<file path="src/rtl/deq_pkg.sv">
// Package: types, codes and default sizes of the double-ended queue unit.
package deq_pkg;

  localparam int unsigned CAPACITY_DEF    = 16;
  localparam int unsigned VALUE_WIDTH_DEF = 32;

  localparam int unsigned REQ_W    = 3;
  localparam int unsigned DATA_W   = 32;
  localparam int unsigned STATUS_W = 2;
  localparam int unsigned COUNT_W  = 5;

  typedef enum logic [REQ_W-1:0] {
    REQ_PUSH_FRONT = 3'd0,
    REQ_PUSH_BACK  = 3'd1,
    REQ_POP_FRONT  = 3'd2,
    REQ_POP_BACK   = 3'd3,
    REQ_REVERSE    = 3'd4
  } req_e;

  typedef enum logic [STATUS_W-1:0] {
    STAT_OK    = 2'd0,
    STAT_FULL  = 2'd1,
    STAT_EMPTY = 2'd2
  } status_e;

  typedef enum logic [1:0] {
    ST_IDLE = 2'd0,
    ST_EXEC = 2'd1,
    ST_ENDS = 2'd2,
    ST_PACK = 2'd3
  } state_e;

  typedef struct packed {
    logic capture;
    logic exec;
    logic ends;
    logic pack;
  } cmd_t;

  typedef struct packed {
    logic out_free;
  } stat_t;

endpackage

</file>
<file path="src/rtl/deq_if.sv">
// Interfaces: request and response channels of the double-ended queue unit.
interface deq_req_if;
  logic                          valid;
  logic                          ready;
  logic [deq_pkg::REQ_W-1:0]     req_type;
  logic [deq_pkg::DATA_W-1:0]    push_value;

  modport source (output valid, output req_type, output push_value, input ready);
  modport sink   (input valid, input req_type, input push_value, output ready);
endinterface

interface deq_rsp_if;
  logic                          valid;
  logic                          ready;
  logic [deq_pkg::STATUS_W-1:0]  status;
  logic [deq_pkg::DATA_W-1:0]    popped_value;
  logic [deq_pkg::DATA_W-1:0]    front_value;
  logic [deq_pkg::DATA_W-1:0]    back_value;
  logic [deq_pkg::COUNT_W-1:0]   entry_count;
  logic                          is_empty;

  modport source (output valid, output status, output popped_value, output front_value,
                  output back_value, output entry_count, output is_empty, input ready);
  modport sink   (input valid, input status, input popped_value, input front_value,
                  input back_value, input entry_count, input is_empty, output ready);
endinterface

</file>
<file path="src/rtl/double_ended_queue_unit.sv">
// Top level: bounded double-ended queue with a ring store, head pointer and direction flag.
//
//   channel  dir  port   payload
//   request  in   req_i  req_type, push_value
//   response out  rsp_o  status, popped_value, front_value, back_value, entry_count, is_empty
//
// A request passes capture on the accept edge, then execute (store write or pop read), end read
// (both ends through the two store read ports), then load.
// The next request is accepted in the cycle after the response is loaded, while it waits.
// A response held by rsp_o.ready stalls the sequencer before its next load.
// Reset clears head, count and direction; the store itself is not cleared.
module double_ended_queue_unit #(
  parameter int unsigned CAPACITY    = deq_pkg::CAPACITY_DEF,
  parameter int unsigned VALUE_WIDTH = deq_pkg::VALUE_WIDTH_DEF
) (
  input  logic     clk_i,
  input  logic     rst_ni,
  deq_req_if.sink  req_i,
  deq_rsp_if.source rsp_o
);

  deq_pkg::cmd_t  cmd;
  deq_pkg::stat_t stat;

  deq_ctrl u_ctrl (
    .clk_i       (clk_i),
    .rst_ni      (rst_ni),
    .req_valid_i (req_i.valid),
    .req_ready_o (req_i.ready),
    .stat_i      (stat),
    .cmd_o       (cmd)
  );

  deq_datapath #(
    .CAPACITY    (CAPACITY),
    .VALUE_WIDTH (VALUE_WIDTH)
  ) u_datapath (
    .clk_i          (clk_i),
    .rst_ni         (rst_ni),
    .cmd_i          (cmd),
    .stat_o         (stat),
    .req_type_i     (req_i.req_type),
    .push_value_i   (req_i.push_value),
    .out_valid_o    (rsp_o.valid),
    .out_ready_i    (rsp_o.ready),
    .status_o       (rsp_o.status),
    .popped_value_o (rsp_o.popped_value),
    .front_value_o  (rsp_o.front_value),
    .back_value_o   (rsp_o.back_value),
    .entry_count_o  (rsp_o.entry_count),
    .is_empty_o     (rsp_o.is_empty)
  );

endmodule

</file>
<file path="src/rtl/deq_ctrl.sv">
// Controller: sequences capture, execute, end read and result load per transaction.
module deq_ctrl (
  input  logic           clk_i,
  input  logic           rst_ni,
  input  logic           req_valid_i,
  output logic           req_ready_o,
  input  deq_pkg::stat_t stat_i,
  output deq_pkg::cmd_t  cmd_o
);

  deq_pkg::state_e state_q, state_d;

  always_ff @(posedge clk_i or negedge rst_ni) begin
    if (!rst_ni) begin
      state_q <= deq_pkg::ST_IDLE;
    end else begin
      state_q <= state_d;
    end
  end

  always_comb begin
    state_d     = state_q;
    req_ready_o = 1'b0;
    cmd_o       = '0;
    case (state_q)
      deq_pkg::ST_IDLE: begin
        req_ready_o = 1'b1;
        if (req_valid_i) begin
          cmd_o.capture = 1'b1;
          state_d       = deq_pkg::ST_EXEC;
        end
      end
      deq_pkg::ST_EXEC: begin
        cmd_o.exec = 1'b1;
        state_d    = deq_pkg::ST_ENDS;
      end
      deq_pkg::ST_ENDS: begin
        cmd_o.ends = 1'b1;
        state_d    = deq_pkg::ST_PACK;
      end
      deq_pkg::ST_PACK: begin
        if (stat_i.out_free) begin
          cmd_o.pack = 1'b1;
          state_d    = deq_pkg::ST_IDLE;
        end
      end
      default: begin
        state_d = deq_pkg::ST_IDLE;
      end
    endcase
  end

`ifndef NO_ASSERTIONS
  a_cmd_onehot: assert property (@(posedge clk_i) disable iff (!rst_ni)
    $onehot0({cmd_o.capture, cmd_o.exec, cmd_o.ends, cmd_o.pack}))
    else $error("controller issued more than one command");
  a_exec_follows_capture: assert property (@(posedge clk_i) disable iff (!rst_ni)
    cmd_o.capture |=> cmd_o.exec ##1 cmd_o.ends)
    else $error("execute or end read did not follow capture");
`endif

endmodule

</file>
<file path="src/rtl/deq_datapath.sv">
// Datapath: ring store, head pointer, count, direction flag and result register.
module deq_datapath #(
  parameter int unsigned CAPACITY    = deq_pkg::CAPACITY_DEF,
  parameter int unsigned VALUE_WIDTH = deq_pkg::VALUE_WIDTH_DEF
) (
  input  logic                          clk_i,
  input  logic                          rst_ni,
  input  deq_pkg::cmd_t                 cmd_i,
  output deq_pkg::stat_t                stat_o,
  input  logic [deq_pkg::REQ_W-1:0]     req_type_i,
  input  logic [deq_pkg::DATA_W-1:0]    push_value_i,
  output logic                          out_valid_o,
  input  logic                          out_ready_i,
  output logic [deq_pkg::STATUS_W-1:0]  status_o,
  output logic [deq_pkg::DATA_W-1:0]    popped_value_o,
  output logic [deq_pkg::DATA_W-1:0]    front_value_o,
  output logic [deq_pkg::DATA_W-1:0]    back_value_o,
  output logic [deq_pkg::COUNT_W-1:0]   entry_count_o,
  output logic                          is_empty_o
);

  localparam int unsigned IW = (CAPACITY > 1) ? $clog2(CAPACITY) : 1;
  localparam int unsigned CW = $clog2(CAPACITY + 1);
  localparam int unsigned SW = CW + 1;
  localparam int unsigned VW = VALUE_WIDTH;
  localparam int unsigned DW = deq_pkg::DATA_W;
  localparam int unsigned OW = deq_pkg::COUNT_W;

  localparam logic [IW-1:0] IDX_LAST = IW'(CAPACITY - 1);
  localparam logic [CW-1:0] CNT_FULL = CW'(CAPACITY);
  localparam logic [SW-1:0] CAP_S    = SW'(CAPACITY);

  logic [VW-1:0]   mem [CAPACITY];
  logic [VW-1:0]   rd_a_q, rd_b_q;
  logic [IW-1:0]   addr_a;
  logic            mem_we;
  logic [IW-1:0]   waddr;

  deq_pkg::req_e   req_q;
  logic [VW-1:0]   val_q;
  logic [VW-1:0]   val_in;

  logic [IW-1:0]   head_q, head_d;
  logic [CW-1:0]   count_q, count_d;
  logic            rev_q, rev_d;
  deq_pkg::status_e op_status_q, op_status_d;
  logic            pop_hit_q, pop_hit_d;
  logic [IW-1:0]   pop_addr;

  logic [SW-1:0]   tail_sum, tail_wrap, high_sum, high_wrap;
  logic [IW-1:0]   tail_idx, high_idx, head_prev, head_next;
  logic            full, empty, is_push, is_pop, at_low_push, at_low_pop;

  logic [DW-1:0]   rd_a_ext, rd_b_ext;
  logic [DW-1:0]   popped_q;
  logic [OW-1:0]   count_ext;

  logic                          out_valid_q;
  deq_pkg::status_e              out_status_q;
  logic [DW-1:0]                 out_popped_q, out_front_q, out_back_q;
  logic [OW-1:0]                 out_count_q;
  logic                          out_empty_q;

  // width adaptation between the 32-bit ports and the stored value width
  if (VW >= DW) begin : g_wide
    assign val_in   = VW'(push_value_i);
    assign rd_a_ext = rd_a_q[DW-1:0];
    assign rd_b_ext = rd_b_q[DW-1:0];
  end else begin : g_narrow
    assign val_in   = push_value_i[VW-1:0];
    assign rd_a_ext = {{(DW-VW){1'b0}}, rd_a_q};
    assign rd_b_ext = {{(DW-VW){1'b0}}, rd_b_q};
  end

  if (CW >= OW) begin : g_cnt_wide
    assign count_ext = count_q[OW-1:0];
  end else begin : g_cnt_narrow
    assign count_ext = {{(OW-CW){1'b0}}, count_q};
  end

  // ring arithmetic
  assign tail_sum  = SW'(head_q) + SW'(count_q);
  assign tail_wrap = (tail_sum >= CAP_S) ? tail_sum - CAP_S : tail_sum;
  assign tail_idx  = tail_wrap[IW-1:0];
  assign high_sum  = tail_sum - SW'(1);
  assign high_wrap = (high_sum >= CAP_S) ? high_sum - CAP_S : high_sum;
  assign high_idx  = high_wrap[IW-1:0];
  assign head_prev = (head_q == '0) ? IDX_LAST : head_q - IW'(1);
  assign head_next = (head_q == IDX_LAST) ? '0 : head_q + IW'(1);

  assign full        = (count_q == CNT_FULL);
  assign empty       = (count_q == '0);
  assign is_push     = (req_q == deq_pkg::REQ_PUSH_FRONT) || (req_q == deq_pkg::REQ_PUSH_BACK);
  assign is_pop      = (req_q == deq_pkg::REQ_POP_FRONT) || (req_q == deq_pkg::REQ_POP_BACK);
  assign at_low_push = (req_q == deq_pkg::REQ_PUSH_FRONT) != rev_q;
  assign at_low_pop  = (req_q == deq_pkg::REQ_POP_FRONT) != rev_q;
  assign pop_addr    = at_low_pop ? head_q : high_idx;

  always_comb begin
    head_d      = head_q;
    count_d     = count_q;
    rev_d       = rev_q;
    op_status_d = op_status_q;
    pop_hit_d   = pop_hit_q;
    mem_we      = 1'b0;
    waddr       = tail_idx;
    if (cmd_i.exec) begin
      op_status_d = deq_pkg::STAT_OK;
      pop_hit_d   = 1'b0;
      if (is_push) begin
        if (full) begin
          op_status_d = deq_pkg::STAT_FULL;
        end else begin
          mem_we  = 1'b1;
          count_d = count_q + CW'(1);
          if (at_low_push) begin
            waddr  = head_prev;
            head_d = head_prev;
          end
        end
      end else if (is_pop) begin
        if (empty) begin
          op_status_d = deq_pkg::STAT_EMPTY;
        end else begin
          pop_hit_d = 1'b1;
          count_d   = count_q - CW'(1);
          if (at_low_pop) begin
            head_d = head_next;
          end
        end
      end else if (req_q == deq_pkg::REQ_REVERSE) begin
        rev_d = ~rev_q;
      end
    end
  end

  // pop read on execute, low end otherwise so it holds while the load stalls
  assign addr_a = cmd_i.exec ? pop_addr : head_q;

  always_ff @(posedge clk_i) begin
    if (mem_we) begin
      mem[waddr] <= val_q;
    end
    rd_a_q <= mem[addr_a];
    rd_b_q <= mem[high_idx];
  end

  always_ff @(posedge clk_i or negedge rst_ni) begin
    if (!rst_ni) begin
      head_q      <= '0;
      count_q     <= '0;
      rev_q       <= 1'b0;
      op_status_q <= deq_pkg::STAT_OK;
      pop_hit_q   <= 1'b0;
    end else begin
      head_q      <= head_d;
      count_q     <= count_d;
      rev_q       <= rev_d;
      op_status_q <= op_status_d;
      pop_hit_q   <= pop_hit_d;
    end
  end

  always_ff @(posedge clk_i) begin
    if (cmd_i.capture) begin
      req_q <= deq_pkg::req_e'(req_type_i);
      val_q <= val_in;
    end
    if (cmd_i.ends) begin
      popped_q <= pop_hit_q ? rd_a_ext : '0;
    end
  end

  // result register
  always_ff @(posedge clk_i or negedge rst_ni) begin
    if (!rst_ni) begin
      out_valid_q <= 1'b0;
    end else if (cmd_i.pack) begin
      out_valid_q <= 1'b1;
    end else if (out_ready_i) begin
      out_valid_q <= 1'b0;
    end
  end

  always_ff @(posedge clk_i) begin
    if (cmd_i.pack) begin
      out_status_q <= op_status_q;
      out_popped_q <= popped_q;
      out_front_q  <= empty ? '0 : (rev_q ? rd_b_ext : rd_a_ext);
      out_back_q   <= empty ? '0 : (rev_q ? rd_a_ext : rd_b_ext);
      out_count_q  <= count_ext;
      out_empty_q  <= empty;
    end
  end

  assign stat_o.out_free = !out_valid_q || out_ready_i;
  assign out_valid_o     = out_valid_q;
  assign status_o        = out_status_q;
  assign popped_value_o  = out_popped_q;
  assign front_value_o   = out_front_q;
  assign back_value_o    = out_back_q;
  assign entry_count_o   = out_count_q;
  assign is_empty_o      = out_empty_q;

`ifndef NO_ASSERTIONS
  a_count_bound: assert property (@(posedge clk_i) disable iff (!rst_ni)
    (count_q <= CNT_FULL) && (head_q <= IDX_LAST))
    else $error("count or head pointer out of range");
  a_refused_push_holds: assert property (@(posedge clk_i) disable iff (!rst_ni)
    (cmd_i.exec && is_push && full) |=> $stable(count_q) && $stable(head_q))
    else $error("refused push changed the queue");
  a_pop_decrements: assert property (@(posedge clk_i) disable iff (!rst_ni)
    (cmd_i.exec && is_pop && !empty) |=> (count_q == $past(count_q) - CW'(1)))
    else $error("accepted pop did not decrement count");
  a_pack_needs_room: assert property (@(posedge clk_i) disable iff (!rst_ni)
    cmd_i.pack |-> (!out_valid_q || out_ready_i))
    else $error("result overwritten before it was taken");
`endif

endmodule

</file>
<file path="src/flat_wrapper.sv">
// flat-port wrapper written by rule: the top's interface ports become plain ports
module double_ended_queue_unit_flat 
#(
  parameter int unsigned CAPACITY    = deq_pkg::CAPACITY_DEF,
  parameter int unsigned VALUE_WIDTH = deq_pkg::VALUE_WIDTH_DEF
)
  (clk_i, rst_ni, req_i_valid, req_i_req_type, req_i_push_value, req_i_ready, rsp_o_valid, rsp_o_status, rsp_o_popped_value, rsp_o_front_value, rsp_o_back_value, rsp_o_entry_count, rsp_o_is_empty, rsp_o_ready);
  deq_req_if req_i_i ();
  deq_rsp_if rsp_o_i ();
  input  logic clk_i;
  input  logic rst_ni;
  input wire logic [$bits(req_i_i.valid)-1:0] req_i_valid;
  input wire logic [$bits(req_i_i.req_type)-1:0] req_i_req_type;
  input wire logic [$bits(req_i_i.push_value)-1:0] req_i_push_value;
  output wire logic [$bits(req_i_i.ready)-1:0] req_i_ready;
  output wire logic [$bits(rsp_o_i.valid)-1:0] rsp_o_valid;
  output wire logic [$bits(rsp_o_i.status)-1:0] rsp_o_status;
  output wire logic [$bits(rsp_o_i.popped_value)-1:0] rsp_o_popped_value;
  output wire logic [$bits(rsp_o_i.front_value)-1:0] rsp_o_front_value;
  output wire logic [$bits(rsp_o_i.back_value)-1:0] rsp_o_back_value;
  output wire logic [$bits(rsp_o_i.entry_count)-1:0] rsp_o_entry_count;
  output wire logic [$bits(rsp_o_i.is_empty)-1:0] rsp_o_is_empty;
  input wire logic [$bits(rsp_o_i.ready)-1:0] rsp_o_ready;
  assign req_i_i.valid = req_i_valid;
  assign req_i_i.req_type = req_i_req_type;
  assign req_i_i.push_value = req_i_push_value;
  assign req_i_ready = req_i_i.ready;
  assign rsp_o_valid = rsp_o_i.valid;
  assign rsp_o_status = rsp_o_i.status;
  assign rsp_o_popped_value = rsp_o_i.popped_value;
  assign rsp_o_front_value = rsp_o_i.front_value;
  assign rsp_o_back_value = rsp_o_i.back_value;
  assign rsp_o_entry_count = rsp_o_i.entry_count;
  assign rsp_o_is_empty = rsp_o_i.is_empty;
  assign rsp_o_i.ready = rsp_o_ready;
  double_ended_queue_unit #(.CAPACITY(CAPACITY), .VALUE_WIDTH(VALUE_WIDTH)) u_core (.clk_i(clk_i), .rst_ni(rst_ni), .req_i(req_i_i), .rsp_o(rsp_o_i));
endmodule
</file>
<file path="config.mk">
export PLATFORM = sky130hd
export DESIGN_NAME = double_ended_queue_unit_flat
export DESIGN_NICKNAME = d
export VERILOG_FILES = /design/src/rtl/deq_pkg.sv /design/src/rtl/deq_if.sv /design/src/rtl/double_ended_queue_unit.sv /design/src/rtl/deq_ctrl.sv /design/src/rtl/deq_datapath.sv /design/src/flat_wrapper.sv
export SDC_FILE = /design/constraint.sdc
export NUM_CORES = 1
export LEC_CHECK = 0
export ABC_CLOCK_PERIOD_IN_PS = 6800
export BUFFER_PORTS_ARGS = -buffer_cell sky130_fd_sc_hd__buf_2
export CAP_MARGIN = 30
export CELL_PAD_IN_SITES_DETAIL_PLACEMENT = 0
export CELL_PAD_IN_SITES_GLOBAL_PLACEMENT = 2
export CORE_ASPECT_RATIO = 0.5
export CORE_MARGIN = 5
export CORE_UTILIZATION = 45
export DETAILED_ROUTE_END_ITERATION = 10
export PLACE_DENSITY_LB_ADDON = 0.12
export SYNTH_ARGS = -nofsm -noshare
export SYNTH_HDL_FRONTEND = slang
export SYNTH_HIERARCHICAL = 1
export SYNTH_SLANG_ARGS = --single-unit
</file>
<file path="constraint.sdc">
create_clock -name clk_i -period 6.8 [get_ports clk_i]
set_input_delay 0.68 -clock clk_i [delete_from_list [all_inputs] [get_ports clk_i]]
set_output_delay 0.68 -clock clk_i [all_outputs]
set_load 0.03 [all_outputs]
</file>
After elaboration in Yosys (flattened, before gate mapping)
Memories as Yosys holds them, arrays and structs flattened. A register that Yosys moved wholly into a read port is not among the register bits.
Index checks and enable logic that the tools add are counted.
{"block": "totals", "register_bits": 187, "mem_bits_rw": 512, "inputBits": 39, "out_inout_bits": 106, "wordCells": 107, "mem_count": 1}
{"block": "classes", "addsub": 8, "n_lt_le_gt_ge": 2, "n_eq_ne": 16, "mux": 46, "n_bitwise": 3, "reduce_logical": 15}
{"memory": "u_core.u_datapath.mem", "depth": 16, "width": 32, "read_ports": 2, "rd_clocked_by_memory_dff": 2, "wr": 1, "line_no": "deq_datapath.sv:33", "rtl": "logic [VW-1:0] mem [CAPACITY];"}
{"operator": "$mux W32", "count": 2}
{"operator": "$mux W4", "count": 16}
{"operator": "$mux W5", "count": 4}
{"operator": "$mux W1", "count": 18}
{"operator": "$ge A6 B5 Y1 const B", "count": 2}
{"operator": "$sub A4 B1 Y4 const B", "count": 3}
{"operator": "$mux W2", "count": 5}
{"operator": "$pmux W2 S4", "count": 1}
{"operator": "$reduce_and A4 Y1", "count": 2}
{"operator": "$add A4 B5 Y6", "count": 1}
{"operator": "$eq A3 B2 Y1 const B", "count": 2}
{"operator": "$ne A2 B1 Y1 const B", "count": 3}
{"operator": "$reduce_and A6 Y1", "count": 1}
{"operator": "$reduce_bool A2 Y1", "count": 3}
{"operator": "$sub A6 B1 Y6 const B", "count": 1}
{"operator": "$add A5 B1 Y5 const B", "count": 1}
{"operator": "$eq A5 B5 Y1 const B", "count": 1}
{"operator": "$logic_not A5 Y1", "count": 1}
{"operator": "$sub A5 B1 Y5 const B", "count": 1}
{"operator": "$add A4 B1 Y4 const B", "count": 1}
{"operator": "$eq A2 B2 Y1 const B", "count": 2}
{"operator": "$eq A4 B4 Y1 const B", "count": 1}
{"operator": "$logic_not A4 Y1", "count": 1}
{"operator": "$ne A2 B2 Y1 const B", "count": 2}
{"operator": "10 further kinds", "count": 15}

Depth between registers and ports, before layout
{"block": "depth", "ltp_word": 7, "depth_mapped": 12, "ltp_nobuf": 11}

By module
The synthesis kept the hierarchy.
{"mod": "deq_datapath", "instances": 1, "cells_per_inst": 2142, "area_per_inst_um2": 32824.0, "seq_area_each_um2": 22141.2}
{"mod": "deq_ctrl", "instances": 1, "cells_per_inst": 15, "area_per_inst_um2": 173.9, "seq_area_each_um2": 50.0}

Least setup slack after synthesis
Ideal clock, no wire load.
{"block": "synth_timing", "kind": "flip-flop to flip-flop", "start": "reg u_core.u_datapath.count_q[0], in the netlist u_core/u_datapath/count_ext[0]", "end": "mem u_core/u_datapath/mem[7][0] (netlist name), enable pin", "setup_time_ns": 0.421, "arrival_time_ns": 3.602, "t_required_ns": 6.379, "setup_slack_ns": 2.777, "stages_incl_launch_ff": 9, "n_path_buf": 4, "period_less_slack_ns": 4.023, "path_cell_list": "dfrtp_1 ha_1 buf_2 buf_2 buf_2 buf_1 o21a_1 nand2_1 nor2_1"}
{"block": "synth_via", "elab_chain_len": 7, "elab_cells_between_ends": 14, "classes_between": "add/sub (2); order compare (1); eq/ne (1); mux (10)"}
{"element": "start: declaration", "line_no": "deq_datapath.sv:44", "rtl": "logic [CW-1:0] count_q, count_d;"}
{"element": "start signal: assignment", "line_no": "deq_datapath.sv:157", "rtl": "count_q <= count_d;"}
{"element": "$add A4 B5 Y6", "line_no": "deq_datapath.sv:82", "rtl": "assign tail_sum = SW'(head_q) + SW'(count_q);"}
{"element": "$ge A6 B5 Y1 or $sub A4 B1 Y4 (tied branches)", "line_no": "deq_datapath.sv:83", "rtl": "assign tail_wrap = (tail_sum >= CAP_S) ? tail_sum - CAP_S : tail_sum;"}
{"element": "$mux W4", "line_no": "deq_datapath.sv:83"}
{"element": "$mux W4", "line_no": "deq_datapath.sv:116", "rtl": "if (at_low_push) begin"}
{"element": "$mux W4", "line_no": "deq_datapath.sv:111", "rtl": "if (full) begin"}
{"element": "$mux W4", "line_no": "deq_datapath.sv:110", "rtl": "if (is_push) begin"}
{"element": "$mux W4", "line_no": "deq_datapath.sv:107", "rtl": "if (cmd_i.exec) begin"}
{"element": "end: declaration", "line_no": "deq_datapath.sv:33"}
Several ways; a longest one is shown, not always the timed one.

Final worst setup path
{"block": "layout_timing", "start": "reg u_core.u_datapath.head_q[0]", "end": "reg u_core.u_datapath.rd_a_q[25], in the netlist u_core/u_datapath/rd_a_ext[25], read port of u_core.u_datapath.mem"}
{"block": "layout_via", "elab_chain_len": 6, "elab_cells_between_ends": 7, "classes_between": "add/sub (3); order compare (1); mux (3)"}
{"element": "start: declaration", "line_no": "deq_datapath.sv:43", "rtl": "logic [IW-1:0] head_q, head_d;"}
{"element": "start signal: assignment", "line_no": "deq_datapath.sv:150", "rtl": "head_q <= '0;"}
{"element": "start signal: assignment", "line_no": "deq_datapath.sv:156", "rtl": "head_q <= head_d;"}
{"element": "$add A4 B5 Y6", "line_no": "deq_datapath.sv:82"}
{"element": "$sub A6 B1 Y6", "line_no": "deq_datapath.sv:85", "rtl": "assign high_sum = tail_sum - SW'(1);"}
{"element": "$ge A6 B5 Y1 or $sub A4 B1 Y4 (tied branches)", "line_no": "deq_datapath.sv:86", "rtl": "assign high_wrap = (high_sum >= CAP_S) ? high_sum - CAP_S : high_sum;"}
{"element": "$mux W4", "line_no": "deq_datapath.sv:86"}
{"element": "$mux W4", "line_no": "deq_datapath.sv:97", "rtl": "assign pop_addr = at_low_pop ? head_q : high_idx;"}
{"element": "$mux W4 *", "line_no": "deq_datapath.sv:138", "rtl": "assign addr_a = cmd_i.exec ? pop_addr : head_q;"}
{"element": "end: declaration", "line_no": "deq_datapath.sv:34", "rtl": "logic [VW-1:0] rd_a_q, rd_b_q;"}
Mark *: on every way between the ends. The rest lies on a longest branch, timed or not.
A chain may end at the register's enable or synchronous reset.

==> impl_metrics.env <==
export IMPL_run_status="completed"
export IMPL_rows=70
export IMPL_holdPathStages=1
export IMPL_crit_family="compound AO/OA/AOI/OAI gates"
export IMPL_nNetsFinal=2333
export IMPL_grt_total_usage=0.255
export IMPL_synth_area_um2=33000
export IMPL_maxCapViolations=0
export IMPL_skew_ns=0.0243
export IMPL_tritoncts="yes"
export IMPL_ctsHoldBuffers=1
export IMPL_rrSetupSlack_ns=2.24
export IMPL_n_antenna_cell=0
export IMPL_slew_headroom=0.314
export IMPL_ant_nets=0
export IMPL_ys_seq_area_frac=0.673
export IMPL_gp_congestion=0.806
export IMPL_synth_cells=2157
export IMPL_grt_first_pass_wirelength_mm=144
export IMPL_core_um2=72900
export IMPL_hold_start="req_i_push_value[10]"
export IMPL_layout_drive_gt1_share=0.221
export IMPL_r2r_start="u_core/u_datapath/head_q[0]"
export IMPL_drc=0
export IMPL_die_area_um2=79200
export IMPL_place_area_um2=35200
export IMPL_start_kind="flip-flop"
export IMPL_slew_viol_final=0
export IMPL_fin_crit_sh=0.671
export IMPL_h_tree_depth=3
export IMPL_portBuffers=144
export IMPL_reg2reg_to="u_core/u_datapath/rd_a_ext[25]"
export IMPL_synth_edf_count=683
export IMPL_grt_max_degree=104
export IMPL_crit_type="reg2reg"
export IMPL_grt_pass1_vias=19600
export IMPL_post_cts_buffers=0
export IMPL_synth_avg_cell_area_um2=15.3
export IMPL_final_hold_viol_count=0
export IMPL_grtUsageMet2=0.348
export IMPL_multi_input_area_um2=10400
export IMPL_critPathArrivalTime_ns=5.14
export IMPL_grt_overflow_total=0
export IMPL_cp_data_required_time_ns=7.38
export IMPL_clock_root_buffer="clkbuf_16"
export IMPL_cp_num_buf_inv=2
export IMPL_first_iter_violations=1986
export IMPL_top_usage_layer="met1"
export IMPL_worstMarginPinSlew_ns=1.03
export IMPL_startpoint="u_core/u_datapath/head_q[0]"
export IMPL_finish_utilization=0.517
export IMPL_grt_setup_unrepaired="no"
export IMPL_syn_nets=2211
export IMPL_post_cts_resized=0
export IMPL_via_per_inst=6.18
export IMPL_antenna_found_initial=2
export IMPL_regArea_um2=22200
export IMPL_crit_chain="ha_4, inv_2, ha_4, xor3_4, nand2_1, nor3_1, a21oi_4, buf_4, a21oi_1, a221oi_1, a211o_1"
export IMPL_first_pass_iters=5
export IMPL_worstRegToRegCells=11
export IMPL_setup_tns_ns=0
export IMPL_fmax_ghz=0.219
export IMPL_routed_wl_mm=102
export IMPL_cts_buffers=73
export IMPL_crit_top_cell="ha_4"
export IMPL_crit_path_end_kind="flip-flop"
export IMPL_chipHeight_um=201
export IMPL_cp_slowest_cell="ha_4"
export IMPL_hp_class="in2reg"
export IMPL_cpPeakStageDelay_ns=0.78
export IMPL_yosysWarnings=6
export IMPL_hpwl_mm=59.2
export IMPL_async_flop_share=0.0210
export IMPL_path_max_fanout=36
export IMPL_use_met1=0.400
export IMPL_chipWidth_um=393
export IMPL_hold_end="u_core/u_datapath/val_q[10]"
export IMPL_synth_seq_cells=763
export IMPL_fillers=6007
export IMPL_clock_path_buffers=3
export IMPL_start_util=0.453
export IMPL_clk_latency_ns=0.64
export IMPL_met3_usage=0.0784
export IMPL_clock_sinks=763
export IMPL_vias=20500
export IMPL_ys_flop_type="edfxtp_1"
export IMPL_area_delta_synth_final_pct=14.1
export IMPL_finalSetupViolations=0
export IMPL_wire_per_inst_um=30.7
export IMPL_period_needed_ns=4.56
export IMPL_clk_pin_slew_ns=0.07
export IMPL_io_pins=145
export IMPL_yosysUniqueCellTypes=68
export IMPL_design_area_um2=37600
flip-flops by register name, indices dropped and copies added (netlist names), 4 cells and up:
name and cells:
u_core/u_datapath/back_value_o 32, u_core/u_datapath/count_ext 5, u_core/u_datapath/entry_count_o 5, u_core/u_datapath/front_value_o 32
u_core/u_datapath/head_q 4, u_core/u_datapath/mem 512, u_core/u_datapath/popped_q 32, u_core/u_datapath/popped_value_o 32
u_core/u_datapath/rd_a_ext 32, u_core/u_datapath/rd_b_ext 32, u_core/u_datapath/val_q 32
layout make-up:
| class | count | area share |
|---|---|---|
| Clock buffer | 101 | 0.0557 |
| Clock inverter | 33 | 0.00794 |
| Inverter | 12 | 0.00120 |
| Multi-Input combinational cell | 1223 | 0.275 |
| Sequential cell | 763 | 0.590 |
| Tap cell | 972 | 0.0323 |
| Timing Repair Buffer | 206 | 0.0379 |
cell usage after synthesis (all sizes together), types with 3 or more instances:
master   instances  area (µm²)
xnor2           11        96.3
mux2i          133        1330
a2111oi         17         149
o2bb2ai          3        26.3
o22ai           16         106
mux4           128        2880
nor2b           35         226
nand3           59         295
a21oi          195         983
o2111ai         14         123
o311ai          14         123
ha              13         163
edfxtp         683       20500
xor2             6        60.1
inv             11        41.3
clkbuf          96         360
mux2            31         353
o21ai           52         264
nor3            18        95.1
dfrtp           16         400
a21o             5        37.5
a211oi          53         398
a22oi           17         128
a211o           33         289
nor2           107         404
nand2b           3        18.8
dfxtp           64        1280
and3             4        25.0
or3              3        18.8
a221o           14         140
and2            34         214
buf             63         330
nand2          148         556
a221oi          36         315
routing by layer:
| layer | up-vias | wire, µm |
|---|---|---|
| met2 | 978 | 41300 |
| met4 | 0 | 1880 |
| li1 | 8823 | - |
| met5 | - | 0 |
| met1 | 10500 | 46700 |
| met3 | 147 | 11800 |
cell families after synthesis:
kind of cell / synth area share
AO/OA/AOI/OAI: 0.0963
XOR/XNOR: 0.00614
adder cells (fa/ha/maj): 0.00614
buffers and inverters: 0.0223
flip-flops: 0.673
multiplexers: 0.138
AND/OR/NAND/NOR: 0.0582
placed cells by master (no fill, tap or decap), types with 36 or more instances in the layout:
master	n
nand3_1	59
buf_2	144
nand2_1	147
a21oi_1	189
mux2i_1	133
buf_4	45
edfxtp_1	683
a221oi_1	36
a211oi_1	53
dfxtp_1	64
o21ai_0	41
clkbuf_16	76
mux4_2	128
nor2_1	89
metrics by stage:
stage,setup slack [ns],instances,hold slack (ns)
after floorplan,2.78,2157,0.384
after global placement,2.28,3168,0.401
after detailed placement,2.21,3174,0.405
after CTS,2.19,3309,0.166
after global routing,2.05,3310,0.182
final,2.24,3310,0.216
worst register-to-register path, stage by stage, from the launching register on:
cell and delay [ns]:
dfrtp_1 0.53, ha_4 0.79, inv_2 0.15, ha_4 0.19, xor3_4 0.75, nand2_1 0.16, nor3_1 0.08, a21oi_4 0.77
buf_4 0.51, a21oi_1 0.08, a221oi_1 0.32, a211o_1 0.18
how the worst max path moves through the flow:
stage | slack, ns | endpoint | cells after the start
global placement | 2.28 | u_core/u_datapath/rd_a_ext[25] | 11
global route | 2.05 | u_core/u_datapath/rd_a_ext[25] | 11
CTS | 2.19 | u_core/u_datapath/rd_a_ext[25] | 11
floorplan | 2.78 | u_core/u_datapath/mem[7][0] | 8
finish | 2.24 | u_core/u_datapath/rd_a_ext[25] | 11
detailed placement | 2.21 | u_core/u_datapath/rd_a_ext[25] | 11
Power is left out: the tool's default activity adds up to more than one toggle a clock period on the data nets, which glitch-free logic cannot reach.
